===== src/hw/rtl/rgbhsv_pkg.sv =====
`timescale 1ns / 1ps
// ----------------------------------------------------------------------------
// rgbhsv_pkg
// Shared types, constants and the divider step for the RGB to HSV pipeline.
// ----------------------------------------------------------------------------
package rgbhsv_pkg;

    localparam int unsigned ChanW  = 8;
    localparam int unsigned AccW   = 2 * ChanW;
    localparam int unsigned DataW  = 3 * ChanW;
    localparam int unsigned DivStages      = 4;
    localparam int unsigned StepsPerStage  = ChanW / DivStages;

    localparam logic [ChanW-1:0] HueOffsetRed   = 8'd0;
    localparam logic [ChanW-1:0] HueOffsetGreen = 8'd85;
    localparam logic [ChanW-1:0] HueOffsetBlue  = 8'd171;
    localparam logic [5:0]       HueScale       = 6'd43;

    typedef struct packed {
        logic [ChanW-1:0] brightness;
        logic [ChanW-1:0] span;
        logic [AccW-1:0]  sat_acc;
        logic [AccW-1:0]  hue_acc;
        logic             neg;
        logic [ChanW-1:0] offset;
        logic             black;
        logic             gray;
    } work_t;

    // one restoring division step: upper half is the partial remainder,
    // lower half shifts out numerator bits and shifts in quotient bits
    function automatic logic [AccW-1:0] div_step(input logic [AccW-1:0] acc,
                                                 input logic [ChanW-1:0] den);
        logic [ChanW:0] top;
        logic [ChanW:0] diff;
        logic [AccW-1:0] res;
        top  = acc[AccW-1:ChanW-1];
        diff = top - {1'b0, den};
        if (top >= {1'b0, den}) begin
            res = {diff[ChanW-1:0], acc[ChanW-2:0], 1'b1};
        end else begin
            res = {top[ChanW-1:0], acc[ChanW-2:0], 1'b0};
        end
        return res;
    endfunction

endpackage


===== src/hw/rtl/rgbhsv_prep.sv =====
`timescale 1ns / 1ps
// ----------------------------------------------------------------------------
// rgbhsv_prep
// First stage: channel max/min, hue sector, and both division numerators.
// ----------------------------------------------------------------------------
module rgbhsv_prep (
    input  logic                          aclk,
    input  logic                          aresetn,
    input  logic                          in_valid,
    output logic                          in_ready,
    input  logic [rgbhsv_pkg::ChanW-1:0]  red,
    input  logic [rgbhsv_pkg::ChanW-1:0]  green,
    input  logic [rgbhsv_pkg::ChanW-1:0]  blue,
    output logic                          out_valid,
    output rgbhsv_pkg::work_t             out_work,
    input  logic                          out_ready
);
    import rgbhsv_pkg::*;

    logic             valid_reg;
    work_t            work_reg;
    work_t            work_next;
    logic [ChanW-1:0] hi;
    logic [ChanW-1:0] lo;
    logic [ChanW-1:0] p;
    logic [ChanW-1:0] q;
    logic [ChanW-1:0] mag;
    logic [ChanW-1:0] span;
    logic [ChanW-1:0] offset;
    logic [13:0]      hue_num;

    always_comb begin
        lo = red;
        if (green < lo) begin
            lo = green;
        end
        if (blue < lo) begin
            lo = blue;
        end
        if (red >= green && red >= blue) begin
            hi     = red;
            p      = green;
            q      = blue;
            offset = HueOffsetRed;
        end else if (green >= blue) begin
            hi     = green;
            p      = blue;
            q      = red;
            offset = HueOffsetGreen;
        end else begin
            hi     = blue;
            p      = red;
            q      = green;
            offset = HueOffsetBlue;
        end
        span    = hi - lo;
        mag     = (p >= q) ? (p - q) : (q - p);
        hue_num = {8'd0, HueScale} * {6'd0, mag};

        work_next.brightness = hi;
        work_next.span       = span;
        work_next.sat_acc    = {span, {ChanW{1'b0}}} - {{ChanW{1'b0}}, span};
        work_next.hue_acc    = {2'b00, hue_num};
        work_next.neg        = (p < q);
        work_next.offset     = offset;
        work_next.black      = (hi == '0);
        work_next.gray       = (span == '0);
    end

    assign in_ready  = !valid_reg || out_ready;
    assign out_valid = valid_reg;
    assign out_work  = work_reg;

    always_ff @(posedge aclk) begin
        if (!aresetn) begin
            valid_reg <= 1'b0;
        end else if (in_ready) begin
            valid_reg <= in_valid;
        end
    end

    always_ff @(posedge aclk) begin
        if (in_ready && in_valid) begin
            work_reg <= work_next;
        end
    end

endmodule


===== src/hw/rtl/rgbhsv_div_stage.sv =====
`timescale 1ns / 1ps
// ----------------------------------------------------------------------------
// rgbhsv_div_stage
// Divider pipeline stage: two quotient bits for saturation and hue each.
// ----------------------------------------------------------------------------
module rgbhsv_div_stage (
    input  logic              aclk,
    input  logic              aresetn,
    input  logic              in_valid,
    output logic              in_ready,
    input  rgbhsv_pkg::work_t in_work,
    output logic              out_valid,
    output rgbhsv_pkg::work_t out_work,
    input  logic              out_ready
);
    import rgbhsv_pkg::*;

    logic  valid_reg;
    work_t work_reg;
    work_t work_next;

    always_comb begin
        work_next = in_work;
        for (int i = 0; i < StepsPerStage; i++) begin
            work_next.sat_acc = div_step(work_next.sat_acc, in_work.brightness);
            work_next.hue_acc = div_step(work_next.hue_acc, in_work.span);
        end
    end

    assign in_ready  = !valid_reg || out_ready;
    assign out_valid = valid_reg;
    assign out_work  = work_reg;

    always_ff @(posedge aclk) begin
        if (!aresetn) begin
            valid_reg <= 1'b0;
        end else if (in_ready) begin
            valid_reg <= in_valid;
        end
    end

    always_ff @(posedge aclk) begin
        if (in_ready && in_valid) begin
            work_reg <= work_next;
        end
    end

endmodule


===== src/hw/rtl/rgbhsv_post.sv =====
`timescale 1ns / 1ps
// ----------------------------------------------------------------------------
// rgbhsv_post
// Output stage: hue sign and sector offset, black and gray cases, output beat.
// ----------------------------------------------------------------------------
module rgbhsv_post (
    input  logic                         aclk,
    input  logic                         aresetn,
    input  logic                         in_valid,
    output logic                         in_ready,
    input  rgbhsv_pkg::work_t            in_work,
    output logic                         out_valid,
    output logic [rgbhsv_pkg::DataW-1:0] out_data,
    input  logic                         out_ready
);
    import rgbhsv_pkg::*;

    logic             valid_reg;
    logic [DataW-1:0] data_reg;
    logic [DataW-1:0] data_next;
    logic [ChanW-1:0] quo;
    logic [ChanW-1:0] term;
    logic [ChanW-1:0] hue;
    logic [ChanW-1:0] sat;

    always_comb begin
        quo  = in_work.hue_acc[ChanW-1:0];
        term = in_work.neg ? (~quo + 8'd1) : quo;
        hue  = (in_work.black || in_work.gray) ? '0 : in_work.offset + term;
        sat  = in_work.black ? '0 : in_work.sat_acc[ChanW-1:0];
        data_next = {in_work.brightness, sat, hue};
    end

    assign in_ready  = !valid_reg || out_ready;
    assign out_valid = valid_reg;
    assign out_data  = data_reg;

    always_ff @(posedge aclk) begin
        if (!aresetn) begin
            valid_reg <= 1'b0;
        end else if (in_ready) begin
            valid_reg <= in_valid;
        end
    end

    always_ff @(posedge aclk) begin
        if (in_ready && in_valid) begin
            data_reg <= data_next;
        end
    end

endmodule


===== src/hw/rtl/rgb_to_hsv_converter_unit.sv =====
`timescale 1ns / 1ps
// ----------------------------------------------------------------------------
// rgb_to_hsv_converter_unit
// Converts a stream of 8-bit RGB pixels into 8-bit HSV triples.
// ----------------------------------------------------------------------------
// usage
//   s_ channel: one pixel per beat, tdata = red, green, blue from bit 0 up
//   m_ channel: one result per beat, tdata = hue, saturation, brightness
//   throughput: one pixel per cycle, sustained while the receiver keeps m_tready high
//   stages: max/min and numerators, four divider stages of two quotient
//     bits each (saturation and hue divided side by side), output stage
//   the divider chain sets the depth; each stage is one 9-bit
//     compare-subtract pair per quotient bit
//   every stage holds its own valid bit and takes a new beat whenever it
//     is empty or its successor moves, so bubbles close up
//   receiver stall: results wait in their stages, s_tready falls once the
//     pipe is full, nothing is lost or repeated
//   reset: clears all valid bits, the pipe is empty, no output beat
// ----------------------------------------------------------------------------
module rgb_to_hsv_converter_unit (
    input  logic                         aclk,
    input  logic                         aresetn,
    input  logic                         s_tvalid,
    output logic                         s_tready,
    input  logic [rgbhsv_pkg::DataW-1:0] s_tdata,  // red, green, blue
    output logic                         m_tvalid,
    input  logic                         m_tready,
    output logic [rgbhsv_pkg::DataW-1:0] m_tdata   // hue, saturation, brightness
);
    import rgbhsv_pkg::*;

    logic  valid_c [DivStages+1];
    logic  ready_c [DivStages+1];
    work_t work_c  [DivStages+1];

    rgbhsv_prep u_prep (
        .aclk      (aclk),
        .aresetn   (aresetn),
        .in_valid  (s_tvalid),
        .in_ready  (s_tready),
        .red       (s_tdata[ChanW-1:0]),
        .green     (s_tdata[2*ChanW-1:ChanW]),
        .blue      (s_tdata[3*ChanW-1:2*ChanW]),
        .out_valid (valid_c[0]),
        .out_work  (work_c[0]),
        .out_ready (ready_c[0])
    );

    for (genvar i = 0; i < DivStages; i++) begin : g_div
        rgbhsv_div_stage u_div (
            .aclk      (aclk),
            .aresetn   (aresetn),
            .in_valid  (valid_c[i]),
            .in_ready  (ready_c[i]),
            .in_work   (work_c[i]),
            .out_valid (valid_c[i+1]),
            .out_work  (work_c[i+1]),
            .out_ready (ready_c[i+1])
        );
    end

    rgbhsv_post u_post (
        .aclk      (aclk),
        .aresetn   (aresetn),
        .in_valid  (valid_c[DivStages]),
        .in_ready  (ready_c[DivStages]),
        .in_work   (work_c[DivStages]),
        .out_valid (m_tvalid),
        .out_data  (m_tdata),
        .out_ready (m_tready)
    );

endmodule


===== config.mk =====
export PLATFORM = sky130hd
export DESIGN_NAME = rgb_to_hsv_converter_unit
export DESIGN_NICKNAME = d
export VERILOG_FILES = /design/src/hw/rtl/rgbhsv_pkg.sv /design/src/hw/rtl/rgbhsv_prep.sv /design/src/hw/rtl/rgbhsv_div_stage.sv /design/src/hw/rtl/rgbhsv_post.sv /design/src/hw/rtl/rgb_to_hsv_converter_unit.sv
export SDC_FILE = /design/constraint.sdc
export NUM_CORES = 1
export LEC_CHECK = 0
export BUFFER_PORTS_ARGS = -buffer_cell sky130_fd_sc_hd__buf_2
export CAP_MARGIN = 20
export CORE_ASPECT_RATIO = 0.7
export CORE_MARGIN = 1
export CORE_UTILIZATION = 55
export CTS_BUF_LIST = sky130_fd_sc_hd__clkbuf_4 sky130_fd_sc_hd__clkbuf_8
export DETAILED_ROUTE_END_ITERATION = 10
export GPL_TIMING_DRIVEN = 1
export PLACE_DENSITY = 0.84
export SKIP_LAST_GASP = 1
export SLEW_MARGIN = 40
export SYNTH_ARGS = -nofsm -noshare
export SYNTH_HDL_FRONTEND = slang
export SYNTH_SLANG_ARGS = --single-unit

===== constraint.sdc =====
create_clock -name aclk -period 8.76 [get_ports aclk]
set_clock_uncertainty 0.05 [all_clocks]
set_input_delay 0.876 -clock aclk [delete_from_list [all_inputs] [get_ports aclk]]
set_output_delay 0.876 -clock aclk [all_outputs]
set_load 0.01 [all_outputs]

==> impl_metrics.csv <==
group,metric,value,unit
status,outcome,"completed",
floorplan,io_pins,54,
yosys,ys_ff_latch,270,
placement,port_buffers,53,
pwr,finalPower,0.00882,W
yosys,synth_top_area_share,43.7,%
timing,timing_hold_violations_final,0,
yosys,syn_inst,1623,
clock_tree,cts.path.max_buffers,3,
timing,slew_headroom,44.8,%
timing,timing.hold.ws,339,ps
floorplan,core_area,0.0324,mm²
clock_tree,postCtsHoldBufs,0,
drt,totalWireLength,36000,µm
clock_tree,post_cts_buffers,0,
drt,drtIter0Drc,893,
floorplan,std_cell_rows,55,
floorplan,die_h,154,µm
timing,setup_violations,0,
timing,min_period,8090,ps
placement,gp_congestion,0.906,
drt,wl_per_cell,16.6,µm
drt,dr_wl_met3,2100,µm
timing,grt_setup_unrepaired,"false",
min_path,hp-class,"flop to flop",
placement,hpwlAfterDp,28000,µm
clock_tree,clk_latency,580,ps
global_routing,overflow,0,
yosys,syn_avg_cell_area,11.2,µm²
clock_tree,ctsRootBufferMaster,"clkbuf_8",
clock_tree,ctsResizeCount,0,
timing,slew_violations,0,
global_routing,antenna_found_initial,0,
timing,setup_tns,0,ps
yosys,yosys_warnings,0,
placement,dp_slack,125,ps
flow_run,cap_violations,0,
yosys,synth_area,0.0181,mm²
clock_tree,cts_tree,"built",
worst_setup_path,required,9010,ps
drt,dr.pass1.iters,5,
worst_setup_path,worstSetupStartpointType,"primary input",
global_routing,grt_use_total,21.7,%
yosys,synth_edf_count,264,
clock_tree,cts.sinks,270,
drt,wl_met1,16900,µm
layout,fin_nets,1993,
worst_setup_path,crit_type,"primary input to flop",
worst_setup_path,worstPathArrival,8340,ps
worst_setup_path,cp_slowest_stage_delay,520,ps
layout,fillers,2413,
drt,topRoutingLayerUsed,"met4",
yosys,ys.flop_type,"edfxtp_1",
drt,ant_nets,0,
yosys,async_reset_ff_share,0,%
floorplan,die_w,219,µm
timing,setup_slack,675,ps
global_routing,grt_max_degree,54,
pwr,ir_worst_vdd,0.478,mV
yosys,yosysUniqueCellTypes,65,
pwr,p_per_area,442,mW/mm²
timing,worst_pin_slew,827,ps
clock_tree,cts-htree-levels,2,
layout,syn2layout_area_growth,10.0,%
yosys,synth_nets,1902,
drt,met2WireLength,16200,µm
worst_setup_path,path_max_fanout,11,
yosys,synth.area.top_cells,"edfxtp_1 44%, ha_1 15%, mux2_2 5.2%",
floorplan,start_util,56.0,%
drt,vias_per_cell,5.58,
drt,route.detailed.drc,0,
pwr,p_leak,8.48,nW
clock_tree,cts_buffers,42,
worst_setup_path,crit_path_top_delay_cell,"fa_1",
floorplan,die_area,0.0337,mm²
yosys,yosysTopAreaCell,"edfxtp_1",
layout,diodes,0,
clock_tree,clk_pin_slew,70,ps
global_routing,grt_pass1_wl,59100,µm
timing,fin_crit_sh,92.3,%
drt,via_count,12100,
global_routing,grt_pass1_vias,12000,
yosys,ys_seq_area_share,44.4,%
worst_setup_path,endpoint_kind,"flop",
timing,fmax,124,MHz
layout,drive_gt1_share,14.9,%
-- logic make-up (layout without fill, tap and decap cells) --
group,Yosys count,after routing,share of synthesized area [%]
AO/OA/AOI/OAI,341,341,11.8
XOR/XNOR,103,103,5.05
adder cells (fa/ha/maj),251,251,18.4
buffers and inverters,226,350,4.76
flip-flops,270,270,44.4
multiplexers,115,115,6.99
AND/OR/NAND/NOR,317,317,8.65
-- worst paths after layout --
check | startpoint | to | slack, ps | cells after the start
hold / removal | u_prep.out_work[28]$_DFFE_PP_ | g_div[0].u_div.out_work[30]$_DFFE_PP_ | 340 | 0
hold reg to reg | u_prep.out_work[28]$_DFFE_PP_ | g_div[0].u_div.out_work[30]$_DFFE_PP_ | 340 | 0
setup reg to reg | u_prep.out_work[27]$_DFFE_PP_ | g_div[0].u_div.out_work[24]$_DFFE_PP_ | 3480 | 21
setup / recovery | s_tdata[20] | u_prep.out_work[24]$_DFFE_PP_ | 670 | 37
-- registers in the layout, summed over array words and instances, names as in the netlist --
name	count
g_div.u_div.out_work	189
g_div.u_div.out_valid	4
u_post.out_valid	1
u_prep.out_work	51
u_post.out_data	24
u_prep.out_valid	1
-- worst max-delay path, delay by kind of cell --
kind	cells	cell delay (ps)
AO/OA/AOI/OAI	18	3720
adder cells (fa/ha/maj)	7	2280
multiplexers	2	500
buffers and inverters	6	460
AND/OR/NAND/NOR	3	440
XOR/XNOR	1	70
-- layout make-up --
type / instances / area, µm² / share of cell area [%]
well taps: 427 / 534 / 2.68
clock buffers: 54 / 668 / 3.35
flip-flops and latches: 270 / 8050 / 40.3
multi-input cells: 1127 / 9300 / 46.6
clock inverters: 23 / 263 / 1.32
repair buffers: 65 / 368 / 1.84
inverters: 208 / 781 / 3.91
-- metrics by stage --
step,util [%],cells,instance area (µm²)
6_report,61.6,2174,20000
4_1_cts,61.6,2174,20000
3_5_place_dp,58.7,2097,19000
2_1_floorplan,-,1623,18100
3_3_place_gp,58.7,2097,19000
5_1_grt,61.6,2174,20000
-- cell usage after synthesis, types with 7 or more instances --
library cell	count
a31oi_1	8
inv_1	207
o21bai_1	21
nand2b_1	12
clkbuf_1	7
o21a_1	9
edfxtp_1	264
xnor2_1	71
nand2_1	57
ha_1	224
a21boi_1	7
a21o_1	41
xor2_1	30
a21boi_0	15
mux2i_1	31
a31o_2	7
and2_1	7
a21oi_1	118
o21ai_0	80
nor2b_1	43
nor3_1	16
nand4_1	27
or3_1	7
fa_1	27
mux2_2	83
or2_2	7
nand3_1	8
nor2_1	110
-- layer usage --
metal	track usage, %	vias up
li1	-	5997
met1	30.4	5702
met2	34.9	363
met3	3.09	69
met4	6.42	0
met5	0	-
-- power by group --
part	internal (W)	total (W)	switching, W
sequential	0.00202	0.00213	0.000117
clock	0.000659	0.00115	0.000494
combinational	0.00262	0.00553	0.00291
-- layout by cell type, fill, tap and decap left out, types with 16 or more instances in the layout --
master and instances:
nor2b_1 40, buf_2 53, xor2_1 30, mux2i_1 31
xnor2_1 71, fa_1 27, mux2_2 83, ha_1 224
nor2_1 110, o21ai_0 80, o21bai_1 21, clkbuf_8 42
edfxtp_1 264, nand4_1 27, nor3_1 16, a21oi_1 118
inv_1 207, nand2_1 57, a21o_1 41
(Power assumes the default switching activity.)
